<file path="src/hw/rtl/sac_pkg.sv">
// Shared constants, types and the class palette for the segmentation argmax colorizer.
package sac_pkg;

  // Memory depth and the fixed field widths
  localparam int MAX_PIXELS      = 524288;
  localparam int PIXEL_W         = $clog2(MAX_PIXELS);
  localparam int LEN_W           = 20;
  localparam int CLASS_W         = 5;
  localparam int COLOR_W         = 8;
  localparam int PALETTE_SIZE    = 19;
  localparam int NUM_CLASSES_DEF = 19;
  localparam int SCORE_BITS_DEF  = 16;

  typedef logic [PIXEL_W-1:0] pixel_t;
  typedef logic [CLASS_W-1:0] class_t;
  typedef logic [LEN_W-1:0]   len_t;
  typedef logic [COLOR_W-1:0] color_t;

  // Position of one accepted score beat
  typedef struct packed {
    pixel_t pixel;
    class_t plane;
    logic   last;
  } item_tag_t;

  // Winner of one pixel, handed to the output stage
  typedef struct packed {
    class_t cls;
    pixel_t pixel;
    logic   last;
  } result_t;

  typedef struct packed {
    color_t r;
    color_t g;
    color_t b;
  } rgb_t;

  // Fixed class palette; classes without an entry are black
  function automatic rgb_t palette_rgb(class_t k);
    rgb_t c;
    unique case (k)
      5'd0:    c = '{8'd128, 8'd64,  8'd128};
      5'd1:    c = '{8'd128, 8'd64,  8'd128};
      5'd2:    c = '{8'd70,  8'd70,  8'd70};
      5'd3:    c = '{8'd102, 8'd102, 8'd156};
      5'd4:    c = '{8'd190, 8'd153, 8'd153};
      5'd5:    c = '{8'd153, 8'd153, 8'd153};
      5'd6:    c = '{8'd250, 8'd170, 8'd30};
      5'd7:    c = '{8'd220, 8'd220, 8'd0};
      5'd8:    c = '{8'd107, 8'd142, 8'd35};
      5'd9:    c = '{8'd128, 8'd64,  8'd128};
      5'd10:   c = '{8'd70,  8'd130, 8'd180};
      5'd11:   c = '{8'd220, 8'd20,  8'd60};
      5'd12:   c = '{8'd255, 8'd0,   8'd0};
      5'd13:   c = '{8'd0,   8'd0,   8'd142};
      5'd14:   c = '{8'd0,   8'd0,   8'd70};
      5'd15:   c = '{8'd0,   8'd60,  8'd100};
      5'd16:   c = '{8'd0,   8'd80,  8'd100};
      5'd17:   c = '{8'd0,   8'd0,   8'd230};
      5'd18:   c = '{8'd119, 8'd11,  8'd32};
      default: c = '{8'd0,   8'd0,   8'd0};
    endcase
    return c;
  endfunction

endpackage

</file>
<file path="src/hw/rtl/sac_cfg_if.sv">
// Configuration write channel carrying the frame length register.
interface sac_cfg_if ();
  logic            valid;
  logic            ready;
  sac_pkg::len_t   frame_pixels;

  modport source (output valid, output frame_pixels, input ready);
  modport sink   (input valid, input frame_pixels, output ready);
endinterface

</file>
<file path="src/hw/rtl/sac_sequencer.sv">
// Frame length register and the pixel / class plane counters.
module sac_sequencer #(
  parameter int NUM_CLASSES = sac_pkg::NUM_CLASSES_DEF
) (
  input  logic               clk,
  input  logic               rst,
  sac_cfg_if.sink            cfg,
  input  logic               advance,
  output sac_pkg::item_tag_t tag
);
  import sac_pkg::*;

  localparam class_t LAST_PLANE = CLASS_W'(NUM_CLASSES - 1);

  len_t   frame_pixels;
  pixel_t pixel_pos;
  class_t plane_pos;
  len_t   plane_len;
  logic   last_pixel;

  assign cfg.ready = 1'b1;

  // Hold the raw length; clamp it into one..MAX_PIXELS on use
  always_ff @(posedge clk) begin
    if (rst) begin
      frame_pixels <= LEN_W'(MAX_PIXELS);
    end else if (cfg.valid) begin
      frame_pixels <= cfg.frame_pixels;
    end
  end

  always_comb begin
    if (frame_pixels == '0) begin
      plane_len = LEN_W'(1);
    end else if (frame_pixels > LEN_W'(MAX_PIXELS)) begin
      plane_len = LEN_W'(MAX_PIXELS);
    end else begin
      plane_len = frame_pixels;
    end
  end

  assign last_pixel = ({1'b0, pixel_pos} + LEN_W'(1)) >= plane_len;

  assign tag = '{pixel: pixel_pos, plane: plane_pos, last: last_pixel};

  // Advance the counters once per accepted beat
  always_ff @(posedge clk) begin
    if (rst) begin
      pixel_pos <= '0;
      plane_pos <= '0;
    end else if (advance) begin
      if (last_pixel) begin
        pixel_pos <= '0;
        plane_pos <= (plane_pos == LAST_PLANE) ? '0 : plane_pos + CLASS_W'(1);
      end else begin
        pixel_pos <= pixel_pos + PIXEL_W'(1);
      end
    end
  end

endmodule

</file>
<file path="src/flat_wrapper.sv">
// flat-port wrapper written by rule: the top's interface ports become plain ports
module sac_sequencer_flat import sac_pkg::*;
#(
  parameter int NUM_CLASSES = sac_pkg::NUM_CLASSES_DEF
)
  (clk, rst, advance, tag, cfg_valid, cfg_frame_pixels, cfg_ready);
  sac_cfg_if cfg_i ();
  input  logic clk;
  input  logic rst;
  input  logic advance;
  output sac_pkg::item_tag_t tag;
  input wire logic [$bits(cfg_i.valid)-1:0] cfg_valid;
  input wire logic [$bits(cfg_i.frame_pixels)-1:0] cfg_frame_pixels;
  output wire logic [$bits(cfg_i.ready)-1:0] cfg_ready;
  assign cfg_i.valid = cfg_valid;
  assign cfg_i.frame_pixels = cfg_frame_pixels;
  assign cfg_ready = cfg_i.ready;
  sac_sequencer #(.NUM_CLASSES(NUM_CLASSES)) u_core (.clk(clk), .rst(rst), .cfg(cfg_i), .advance(advance), .tag(tag));
endmodule
</file>
<file path="config.mk">
export PLATFORM = sky130hd
export DESIGN_NAME = sac_sequencer_flat
export DESIGN_NICKNAME = d
export VERILOG_FILES = /design/src/hw/rtl/sac_pkg.sv /design/src/hw/rtl/sac_cfg_if.sv /design/src/hw/rtl/sac_sequencer.sv /design/src/flat_wrapper.sv
export SDC_FILE = /design/constraint.sdc
export NUM_CORES = 1
export LEC_CHECK = 0
export ABC_AREA = 1
export BUFFER_PORTS_ARGS = -buffer_cell sky130_fd_sc_hd__buf_4
export CORE_UTILIZATION = 51
export DETAILED_ROUTE_END_ITERATION = 12
export HOLD_SLACK_MARGIN = 0.08
export MAX_ROUTING_LAYER = met4
export PLACE_DENSITY = 0.73
export RECOVER_POWER = 25
export SYNTH_ARGS = -nofsm -noshare
export SYNTH_HDL_FRONTEND = slang
export SYNTH_SLANG_ARGS = --single-unit
</file>
<file path="constraint.sdc">
create_clock -name clk -period 5.18 [get_ports clk]
set_input_delay 1.036 -clock clk [delete_from_list [all_inputs] [get_ports clk]]
set_output_delay 1.036 -clock clk [all_outputs]
set_load 0.02 [all_outputs]
</file>
# Word level (Yosys, flattened, before mapping)
# Cells that the tools add are included.
classes:
  add_sub_neg: 3
  n_mul: 0
  div: 0
  order_cmp: 2
  n_eq_ne: 1
  shift: 0
  mux: 4
  bitwise_logic: 0
  reduce_logical: 2
ops:
  columns: ["operator", "count"]
  rows:
  - ["20-bit two-way mux", 2]
  - ["19-bit by 1-bit adder with 20-bit output, second input constant", 1]
  - ["20-bit >= comparator", 1]
  - ["20-bit > comparator, second input constant", 1]
  - ["20-bit zero test", 1]
  - ["19-bit by 1-bit adder with 19-bit output, second input constant", 1]
  - ["19-bit two-way mux", 1]
  - ["5-bit by 1-bit adder with 5-bit output, second input constant", 1]
  - ["5-bit == test, second input constant", 1]
  - ["5-bit two-way mux", 1]
  - ["2-bit AND reduction", 1]
totals:
  reg_bits: 44
  latch_bits: 0
  mem_bits_rw: 0
  romBits: 0
  inputBits: 24
  wordCells: 15
  n_memories: 0

# Logic depth before layout (Yosys ltp)
logic_depth:
  word_depth: 5
  depth_mapped: 20
  ltp_nobuf: 20

# Worst setup path before layout
# Ideal clock, no wire load.
synth_path:
  path_type: "reg-to-output"
  from: "register u_core.pixel_pos[0]"
  to: "output tag[0] (netlist name)"
  arrival_ns: 2.464
  t_required_ns: 4.144
  path_slack_ns: 1.680
  stages_incl_launch_ff: 18
  path_buffers: 2
  path_cell_list: "dfxtp_1 -> inv_1 -> nor2_4 -> nand4_2 -> or2_1 -> nor2_1 -> nand2_1 -> nand2_1 -> inv_1 -> ha_1 -> nand2_1 -> nor2_1 -> nand2_1 -> nor2_1 -> nand2_1 -> nand4_1 -> buf_4 -> buf_4"
synth_between:
  elab_chain_cells: 2
synth_rtl:
  columns: ["item", "line", "text"]
  rows:
  - ["start, declared", "sac_sequencer.sv:16", "pixel_t pixel_pos;"]
  - ["start signal, assigned", "sac_sequencer.sv:56", "pixel_pos <= pixel_pos + PIXEL_W'(1);"]
  - ["19-bit by 1-bit adder with 20-bit output", "sac_sequencer.sv:42", "assign last_pixel = ({1'b0, pixel_pos} + LEN_W'(1)) >= plane_len;"]
  - ["20-bit >= comparator", "sac_sequencer.sv:42", null]
  - ["end, declared", "flat_wrapper.sv:11", "output sac_pkg::item_tag_t tag;"]
# Every way passes these cells.

==> out/qor.txt <==
Status = complete, no violations
Multi-input logic area = 0.00182 sq mm
Root buffer cell = clkbuf_8
Final core occ = 60.5%
Achievable Freq = 0.232 GHz
Reg area = 881 sq um
Final Cycle Share = 83.2%
Worst-path clk slew = 0.08 ns
Yosys warns = 0
GP Congestion = 0.924
Worst Setup SP = u_core.frame_pixels[16]
Largest net degree at the start of global routing = 31
RSZ-0062 raised after global routing = no
Seq/Total Area, Yosys = 29.8%
Synth top area share = 29.8%
Synth area leaders = dfxtp_1, nand2_1, nor2_1
Post-CTS resize count = 0
Setup CP Type = reg2out
HP Class = reg2reg
First-pass detailed-route iteration total = 5
#FFs+latches synth = 44
Number of synthesized flops with an enable pin = 0
Core ar. = 0.00554 sq mm
Post-Route WL = 6860 microns
Asr flop ratio synth = 0%
Grt total ovfl = 0
Most frequent cell after synthesis = nand2_1
Unique masters post-synth = 37
Most used DFF post-synth = dfxtp_1
Final TNS setup = 0 ns
Die height = 78.1 microns
Vias in the first global route = 2534
CTS tree = yes
Startpoint Class = register
Routed len/inst = 12.1 microns
First-pass GRT wire length = 11500 microns
CTS Hold Buffers Added = 0
Final HPWL DP = 5210 microns
Worst r2r src = u_core.frame_pixels[16]
Antenna violations before repair = 0
Die ar. = 0.00611 sq mm
Number of setup buffers added after CTS = 0
Number of max-cap violations = 0
I/O Buffers = 48
Net count after synthesis = 505
Starting Density = 53.4%
Total clock buffers created by CTS = 5
Worst slew pin tran = 0.790 ns
Final ANT Viol Nets = 0
Share of cells above drive strength 1 = 12.1%
Layout net count = 541
LEAKAGE = 1.62 nW
Fin. Hold Viols = 0
Fillers = 541
Final Setup Violations = 0
Max-slew violation count = 0
Hold path startpoint = u_core.pixel_pos[1]
WP data arrival = 3.27 ns
Slew headroom = 47.3%
Crit path required time = 4.14 ns
Yosys top cell by area = dfxtp_1
Final Critical Period = 4.31 ns
CTS Buffer Depth = 2
Io pins = 50
Worst VDD drop = 0.161 mV
Vias = 2891
Cell Pwr Density = 224 mW/mm^2
# rows = 27
CTS Sinks = 44
Antenna diodes = 0
DR iter-0 viols = 151
Vias/cell = 5.11
Crit-path max FO = 18
Mean Syn Cell Area = 6.46 sq um
Area growth syn-to-layout = 13.4%
Area of the mapped netlist = 0.00296 sq mm
H-tree depth = 2
# DRC = 0
Horiz. Die Dim = 78.1 microns
Crit. End Element = primary output
Later-pin clock latency in the skew report = 0.30 ns
Fin Clk Skew = 0.00884 ns
Total Routing Usage GR = 24.4%
Top cells by count, synth = nand2_1, nor2_1, dfxtp_1
Post-Synthesis Cells = 458
## power breakdown
group / total [mW] / internal [mW] / switching [mW] / leakage (nW)
sequential: 0.376 / 0.356 / 0.0196 / 0.362
clock: 0.231 / 0.119 / 0.112 / 0.0503
combinational: 0.145 / 0.0553 / 0.0898 / 1.21
## layout by cell type, fill, tap and decap left out, drive strengths merged
master	count
nand3b	3
a21o	1
o21bai	2
xor2	10
nor2	86
or2	5
nor4	1
a21oi	27
inv	41
dfxtp	44
clkbuf	22
nand3	28
and2	1
nand4	5
nor3	6
ha	23
o21a	1
conb	1
o21ai	28
nand2	123
clkinv	1
xnor2	2
buf	33
## final cells by class
class,instances,share of cell area [%]
repair buffers,48,9.07
inverters,42,4.70
multi-input cells,353,54.4
clock buffers,7,2.87
flip-flops and latches,44,26.3
well taps,72,2.69
## per-layer routing
| layer | GRT usage [%] | up-vias | share of wire, % |
|---|---|---|---|
| li1 | - | 1528 | - |
| met1 | 32.0 | 1276 | 49 |
| met2 | 37.8 | 76 | 45 |
| met3 | 3.95 | 11 | 4.2 |
| met4 | 8.89 | 0 | 1.9 |
| met5 | - | - | 0 |
## stage by stage
step	instances	setup WS [ns]	total power, mW	cell area, sq um	hold WS, ns
final	566	0.871	0.752	3350	0.520
after global routing	566	0.541	0.796	3350	0.555
after CTS	566	0.861	0.759	3410	0.524
after detailed placement	559	1.19	0.532	3310	0.510
after global placement	559	1.27	0.530	3310	0.502
after floorplan	458	1.68	0.487	2960	0.486
## critical path: stages (launching register included)
cell and delay, ns:
dfxtp_1 0.34, nor3_1 0.23, nand2_1 0.08, nor3_1 0.21, nand4_1 0.15, nand2_1 0.40
nand2_1 0.14, ha_1 0.33, nand2_1 0.06, nor2_1 0.16, nand2_1 0.10, nor2_1 0.14
nand2_1 0.07, nand4_1 0.35, buf_4 0.23
## state kept, by name, summed over array words and instances, names as in the netlist
name                 flops
u_core.plane_pos         5
u_core.frame_pixels     20
u_core.pixel_pos        19
## logic make-up (layout without fill, tap and decap cells)
family / Yosys count / in the layout / share of synthesized area (%)
other cells: 1 / 1 / 0.127
compound gates: 59 / 59 / 10.5
flops: 44 / 44 / 29.8
fa+ha+maj: 23 / 23 / 9.73
buf+inv: 61 / 97 / 8.55
simple gates: 258 / 258 / 37.5
xor+xnor: 12 / 12 / 3.81
## path summary, 6_finish.rpt
| kind | to | slack, ns | cells after the start |
|---|---|---|---|
| worst max-delay path | tag[0] | 0.87 | 14 |
| worst max register to register | u_core.pixel_pos[17] | 1.91 | 16 |
| worst min-delay path | u_core.pixel_pos[1] | 0.52 | 2 |
| worst min register to register | u_core.pixel_pos[1] | 0.52 | 2 |
No activity file was read; power rests on OpenSTA's default activity.
