<file path="config.mk">
export PLATFORM = sky130hd
export DESIGN_NAME = sac_colorize_flat
export DESIGN_NICKNAME = d
export VERILOG_FILES = /design/src/hw/rtl/sac_pkg.sv /design/src/hw/rtl/sac_pixel_if.sv /design/src/hw/rtl/sac_colorize.sv /design/src/flat_wrapper.sv
export SDC_FILE = /design/constraint.sdc
export NUM_CORES = 1
export LEC_CHECK = 0
export BUFFER_PORTS_ARGS = -buffer_cell sky130_fd_sc_hd__buf_2
export CORE_UTILIZATION = 53
export DETAILED_ROUTE_END_ITERATION = 7
export PLACE_DENSITY = 0.84
export SLEW_MARGIN = 25
export SYNTH_ARGS = -nofsm -noshare
export SYNTH_HDL_FRONTEND = slang
export SYNTH_SLANG_ARGS = --single-unit
</file>
<file path="constraint.sdc">
create_clock -name clk -period 5.93 [get_ports clk]
set_input_delay 0 -clock clk [delete_from_list [all_inputs] [get_ports clk]]
set_output_delay 0 -clock clk [all_outputs]
set_load 0.01 [all_outputs]
</file>
<file path="src/hw/rtl/sac_pkg.sv">
// Shared constants, types and the class palette for the segmentation argmax colorizer.
package sac_pkg;

  // Memory depth and the fixed field widths
  localparam int MAX_PIXELS      = 524288;
  localparam int PIXEL_W         = $clog2(MAX_PIXELS);
  localparam int LEN_W           = 20;
  localparam int CLASS_W         = 5;
  localparam int COLOR_W         = 8;
  localparam int PALETTE_SIZE    = 19;
  localparam int NUM_CLASSES_DEF = 19;
  localparam int SCORE_BITS_DEF  = 16;

  typedef logic [PIXEL_W-1:0] pixel_t;
  typedef logic [CLASS_W-1:0] class_t;
  typedef logic [LEN_W-1:0]   len_t;
  typedef logic [COLOR_W-1:0] color_t;

  // Position of one accepted score beat
  typedef struct packed {
    pixel_t pixel;
    class_t plane;
    logic   last;
  } item_tag_t;

  // Winner of one pixel, handed to the output stage
  typedef struct packed {
    class_t cls;
    pixel_t pixel;
    logic   last;
  } result_t;

  typedef struct packed {
    color_t r;
    color_t g;
    color_t b;
  } rgb_t;

  // Fixed class palette; classes without an entry are black
  function automatic rgb_t palette_rgb(class_t k);
    rgb_t c;
    unique case (k)
      5'd0:    c = '{8'd128, 8'd64,  8'd128};
      5'd1:    c = '{8'd128, 8'd64,  8'd128};
      5'd2:    c = '{8'd70,  8'd70,  8'd70};
      5'd3:    c = '{8'd102, 8'd102, 8'd156};
      5'd4:    c = '{8'd190, 8'd153, 8'd153};
      5'd5:    c = '{8'd153, 8'd153, 8'd153};
      5'd6:    c = '{8'd250, 8'd170, 8'd30};
      5'd7:    c = '{8'd220, 8'd220, 8'd0};
      5'd8:    c = '{8'd107, 8'd142, 8'd35};
      5'd9:    c = '{8'd128, 8'd64,  8'd128};
      5'd10:   c = '{8'd70,  8'd130, 8'd180};
      5'd11:   c = '{8'd220, 8'd20,  8'd60};
      5'd12:   c = '{8'd255, 8'd0,   8'd0};
      5'd13:   c = '{8'd0,   8'd0,   8'd142};
      5'd14:   c = '{8'd0,   8'd0,   8'd70};
      5'd15:   c = '{8'd0,   8'd60,  8'd100};
      5'd16:   c = '{8'd0,   8'd80,  8'd100};
      5'd17:   c = '{8'd0,   8'd0,   8'd230};
      5'd18:   c = '{8'd119, 8'd11,  8'd32};
      default: c = '{8'd0,   8'd0,   8'd0};
    endcase
    return c;
  endfunction

endpackage

</file>
<file path="src/hw/rtl/sac_pixel_if.sv">
// Pixel output channel: palette color, winning class and position per beat.
interface sac_pixel_if ();
  logic                  valid;
  logic                  ready;
  sac_pkg::color_t       red;
  sac_pkg::color_t       green;
  sac_pkg::color_t       blue;
  sac_pkg::class_t       class_index;
  sac_pkg::pixel_t       pixel_index;
  logic                  frame_last;

  modport source (output valid, output red, output green, output blue,
                  output class_index, output pixel_index, output frame_last,
                  input ready);
  modport sink   (input valid, input red, input green, input blue,
                  input class_index, input pixel_index, input frame_last,
                  output ready);
endinterface

</file>
<file path="src/hw/rtl/sac_colorize.sv">
// Output register: palette lookup of the winning class and the pixel beat.
module sac_colorize (
  input  logic             clk,
  input  logic             rst,
  input  logic             res_valid,
  output logic             res_ready,
  input  sac_pkg::result_t res,
  sac_pixel_if.source      pixels
);
  import sac_pkg::*;

  rgb_t color;

  assign color     = palette_rgb(res.cls);
  assign res_ready = !pixels.valid || pixels.ready;

  always_ff @(posedge clk) begin
    if (rst) begin
      pixels.valid <= 1'b0;
    end else if (res_ready) begin
      pixels.valid <= res_valid;
    end
  end

  // Load a new beat whenever the register is free or being drained
  always_ff @(posedge clk) begin
    if (res_valid && res_ready) begin
      pixels.red         <= color.r;
      pixels.green       <= color.g;
      pixels.blue        <= color.b;
      pixels.class_index <= res.cls;
      pixels.pixel_index <= res.pixel;
      pixels.frame_last  <= res.last;
    end
  end

endmodule

</file>
<file path="src/flat_wrapper.sv">
// flat-port wrapper written by rule: the top's interface ports become plain ports
module sac_colorize_flat import sac_pkg::*;
  (clk, rst, res_valid, res_ready, res, pixels_valid, pixels_red, pixels_green, pixels_blue, pixels_class_index, pixels_pixel_index, pixels_frame_last, pixels_ready);
  sac_pixel_if pixels_i ();
  input  logic clk;
  input  logic rst;
  input  logic res_valid;
  output logic res_ready;
  input  sac_pkg::result_t res;
  output wire logic [$bits(pixels_i.valid)-1:0] pixels_valid;
  output wire logic [$bits(pixels_i.red)-1:0] pixels_red;
  output wire logic [$bits(pixels_i.green)-1:0] pixels_green;
  output wire logic [$bits(pixels_i.blue)-1:0] pixels_blue;
  output wire logic [$bits(pixels_i.class_index)-1:0] pixels_class_index;
  output wire logic [$bits(pixels_i.pixel_index)-1:0] pixels_pixel_index;
  output wire logic [$bits(pixels_i.frame_last)-1:0] pixels_frame_last;
  input wire logic [$bits(pixels_i.ready)-1:0] pixels_ready;
  assign pixels_valid = pixels_i.valid;
  assign pixels_red = pixels_i.red;
  assign pixels_green = pixels_i.green;
  assign pixels_blue = pixels_i.blue;
  assign pixels_class_index = pixels_i.class_index;
  assign pixels_pixel_index = pixels_i.pixel_index;
  assign pixels_frame_last = pixels_i.frame_last;
  assign pixels_i.ready = pixels_ready;
  sac_colorize u_core (.clk(clk), .rst(rst), .res_valid(res_valid), .res_ready(res_ready), .res(res), .pixels(pixels_i));
endmodule
</file>
Word-level counts from Yosys, hierarchy flattened
Memories as Yosys holds them, arrays and structs flattened. A register that Yosys moved wholly into a read port is not among the register bits.
Index checks and enable logic that the tools add are counted.
{"block": "classes", "n_reduce_logical": 3}
{"op": "1-bit logical AND", "n": 1}
{"op": "1-bit zero test", "n": 1}
{"op": "1-bit logical OR", "n": 1}
{"block": "totals", "word_cells": 8, "out_inout_bits": 51, "reg_bits": 26, "mem_bits_ro": 768, "in_bits": 29, "mem_count": 1}
{"name": "(name not given)", "depth": 32, "width": 24, "rd": 1, "rd_clocked_by_memory_dff": 1, "write_ports": 0, "line": "sac_pkg.sv:42", "rtl": "unique case (k)"}

Depth between registers and ports, before layout
{"block": "logic_depth", "ltp_word": 3, "depth_mapped": 6, "mapped_depth_nobuf": 5}

Worst setup path after synthesis
No wires, ideal clock.
{"block": "synth_timing", "path_type": "register to register", "from": "reg u_core.pixels.valid", "to": "reg u_core.pixels.blue[0], enable pin", "required_ns": 5.518, "setup_ns": 0.412, "arrival_time_ns": 1.690, "path_buffers": 0, "path_stages_with_launch": 3, "synth_period_minus_slack_ns": 2.101, "slack_ns": 3.829, "path_cell_list": "dfxtp_1 -> nand2b_1 -> and2_1"}
{"block": "synth_between", "elab_chain_len": 3}
{"element": "start, declared", "line": "sac_pixel_if.sv:12", "rtl": "modport source (output valid, output red, output green, output blue,"}
{"element": "start signal, assigned", "line": "sac_colorize.sv:21", "rtl": "pixels.valid <= res_valid;"}
{"element": "1-bit zero test", "line": "sac_colorize.sv:15", "rtl": "assign res_ready = !pixels.valid || pixels.ready;"}
{"element": "1-bit logical OR", "line": "sac_colorize.sv:15"}
{"element": "net res_ready", "line": "flat_wrapper.sv:8", "rtl": "output logic res_ready;"}
{"element": "1-bit logical AND", "line": "sac_colorize.sv:27", "rtl": "if (res_valid && res_ready) begin"}
{"element": "end, declared", "line": "sac_pixel_if.sv:12"}
The timed path passes the listed nets, and every way through them passes these cells.
A chain may end at the register's enable or synchronous reset.

Worst setup path after layout
{"block": "layout_timing", "from": "reg u_core.pixels.valid", "to": "reg u_core.pixels.blue[6], enable pin"}
{"block": "layout_between", "elab_chain_len": 3}
{"element": "1-bit zero test", "line": "sac_colorize.sv:15"}
{"element": "1-bit logical OR", "line": "sac_colorize.sv:15"}
{"element": "1-bit logical AND", "line": "sac_colorize.sv:27"}
Every way passes these cells.

==> flow_metrics.py <==
metrics = {
    "clocking": {
        "cts_buffer_depth": 2,
        "cts_tree": "yes",
        "root_buffer": "clkbuf_8",
        "cts_setup_buffers": 0,
        "cts_buffers": 5,
        "clkTransAtPathRegs_ns": 0.08,
        "cts-resized-gates": 0,
        "clkLatencyLatePin_ns": 0.31,
        "clock-sinks": 50,
        "cts_max_level": 2,
    },
    "setup_path": {
        "required_ns": 5.87,
        "path_class": "flop to flop",
        "cp_data_arrival_time_ns": 1.33,
        "crit_path_end_kind": "flop",
        "cp-start-kind": "flop",
        "path_max_fanout": 49,
    },
    "placement": {
        "dp_hpwl_um": 3137,
        "gp_congestion": 0.8274,
        "placed_area_um2": 2655,
        "dp.cells": 288,
        "port_buffers": 79,
    },
    "yosys": {
        "yosysWarnings": 0,
        "syn_area_um2": 2278,
        "synth.net_count": 207,
        "yosysTopAreaCellShare": 0.6458,
        "ys_seq_area_frac": 0.6546,
        "ys_seq_elements": 50,
        "synth_cell_types": 37,
        "syn_inst": 170,
        "yosys.area.top_type": "edfxtp_1",
        "syn_area_per_cell_um2": 13.40,
        "synthTopCellsByArea": "edfxtp_1 65%, ha_1 4.4%, a21oi_1 2.2%, nand2b_1 2.2%, nor2b_1 1.9%",
    },
    "detailed_routing": {
        "via_count": 1707,
        "wl_per_cell_um": 16.31,
        "wl_um": 5188,
        "drc": 0,
        "drtIter0Drc": 133,
        "ant_nets": 0,
        "drtPass1Iterations": 4,
        "via_per_inst": 5.368,
    },
    "sta": {
        "clock_skew_ns": 0.01561,
        "hold_slack_ns": 0.02538,
        "maxSlewHeadroom": 0.5969,
        "setup_viol": 0,
        "tns_ns": 0,
        "finalHoldViolCount": 0,
        "rsz0062_at_grt": "no",
        "slew_viol_final": 0,
        "post-route-min-period_ns": 1.391,
        "finalCritPeriodShare": 0.2346,
        "tightestPinTransition_ns": 0.6046,
        "fmax_ghz": 0.7189,
    },
    "global_routing": {
        "grt_max_degree": 50,
        "grt_pass1_wl_um": 7231,
        "antenna_found_initial": 0,
        "grt_pass1_vias": 1536,
        "overflow": 0,
        "grt_use_total": 0.2302,
    },
    "die": {
        "ioPinCount": 80,
        "die-area_um2": 4565,
        "rows": 23,
        "fp.dieW_um": 67.57,
        "coreArea_um2": 4058,
        "start_util": 0.5615,
        "die_h_um": 67.57,
    },
    "power": {
        "p_per_area_nw_per_um2": 245.2,
        "ir_drop_uv": 129.9,
        "leakage_nw": 1.236,
        "finalPower_mw": 0.7262,
    },
    "finish": {
        "final_common_cell": "buf_2",
        "drive_above_1_share": 0.3433,
        "final_cells": 318,
        "diodes": 0,
        "final_nets": 304,
        "final_area_um2": 2962,
        "synthToLayoutAreaGrowth_pct": 29.98,
        "final_cell_mix": "79 x buf_2, 49 x edfxtp_1, 22 x dlygate4sd3_1, 10 x nand2_1, 10 x a21oi_1",
    },
    "min_path": {
        "min_path_type": "primary input to flop",
    },
    "outcome": {
        "status": "finished, final reports clean",
    },
    "job": {
        "drv_cap": 0,
    },
}
-- metrics by stage --
stage / utilization / setup WS [ns]
floorplan: - / 3.829
global placement: 0.6543 / 4.311
detailed placement: 0.6543 / 4.236
CTS: 0.7296 / 4.226
global route: 0.7299 / 4.470
finish: 0.7299 / 4.539
-- critical path: stages (launching register included) --
cell and delay, ns:
dfxtp_1 0.32, nand2b_1 0.13, and2_4 0.56
-- cell families after synthesis --
logic type	Yosys count	share of synthesized area
buffers and inverters	17	0.04612
AND/OR/NAND/NOR	47	0.1098
multiplexers	2	0.009335
flip-flops	50	0.6546
adder cells (fa/ha/maj)	8	0.04393
AO/OA/AOI/OAI	46	0.1362
-- metal layers --
layer | share of wire | track usage
met2 | 0.49 | 0.3750
met4 | 0.023 | 0.1223
met5 | 0 | 0
met3 | 0.086 | 0.06588
met1 | 0.41 | 0.2739
-- timing repair --
item / in CTS / in global routing
hold buffers: 22 / 0
endpoints found under the hold margin: 21 / 0
endpoints found under the setup margin: 0 / 0
-- state kept, by name, summed over array words and instances (netlist names) --
| register | cells |
|---|---|
| u_core.pixels.green | 8 |
| u_core.pixels.frame_last | 1 |
| u_core.pixels.valid | 1 |
| u_core.pixels.blue | 8 |
| u_core.pixels.red | 8 |
| u_core.pixels.class_index | 5 |
| u_core.pixels.pixel_index | 19 |
-- where the power goes --
| group | switching [mW] | total [mW] | internal, mW |
|---|---|---|---|
| clock | 0.108 | 0.189 | 0.0810 |
| sequential | 0.00623 | 0.422 | 0.416 |
| combinational | 0.0654 | 0.115 | 0.0500 |
-- path summary, 6_finish.rpt --
check | endpoint | cells past startpoint | slack (ns) | from
worst min register to register | u_core.pixels.pixel_index[7] | 2 | 1.03 | u_core.pixels.valid
worst max register to register | u_core.pixels.blue[6] | 2 | 4.54 | u_core.pixels.valid
worst min-delay path | u_core.pixels.class_index[0] | 1 | 0.03 | res[20]
worst max-delay path | u_core.pixels.blue[6] | 2 | 4.54 | u_core.pixels.valid
-- final cells by class --
cell class                      instances  area, um^2
Tap cell                               50       62.56
Clock inverter                          3       16.27
Clock buffer                            5       68.82
Sequential cell                        50        1491
Multi-Input combinational cell        103       684.4
Fill cell                             258        1096
Inverter                                6       22.52
Timing Repair Buffer                  101       615.6
-- synthesized netlist by cell type, drive strengths merged --
| master | count |
|---|---|
| and2 | 3 |
| a22o | 2 |
| inv | 6 |
| nand2 | 10 |
| edfxtp | 49 |
| nor2 | 10 |
| a21oi | 10 |
| nand3 | 3 |
| mux2 | 1 |
| nand2b | 8 |
| o31ai | 2 |
| a2bb2oi | 3 |
| o21ai | 10 |
| nor4 | 1 |
| o211a | 1 |
| a211o | 2 |
| o22a | 2 |
| nand3b | 2 |
| and2b | 1 |
| or3 | 1 |
| o32ai | 1 |
| a221oi | 1 |
| or2b | 1 |
| a22oi | 4 |
| dfxtp | 1 |
| mux2i | 1 |
| nor2b | 7 |
| buf | 10 |
| o211ai | 2 |
| ha | 8 |
| o22ai | 6 |
| clkbuf | 1 |
Note: power is estimated with default switching activity, not from simulation.
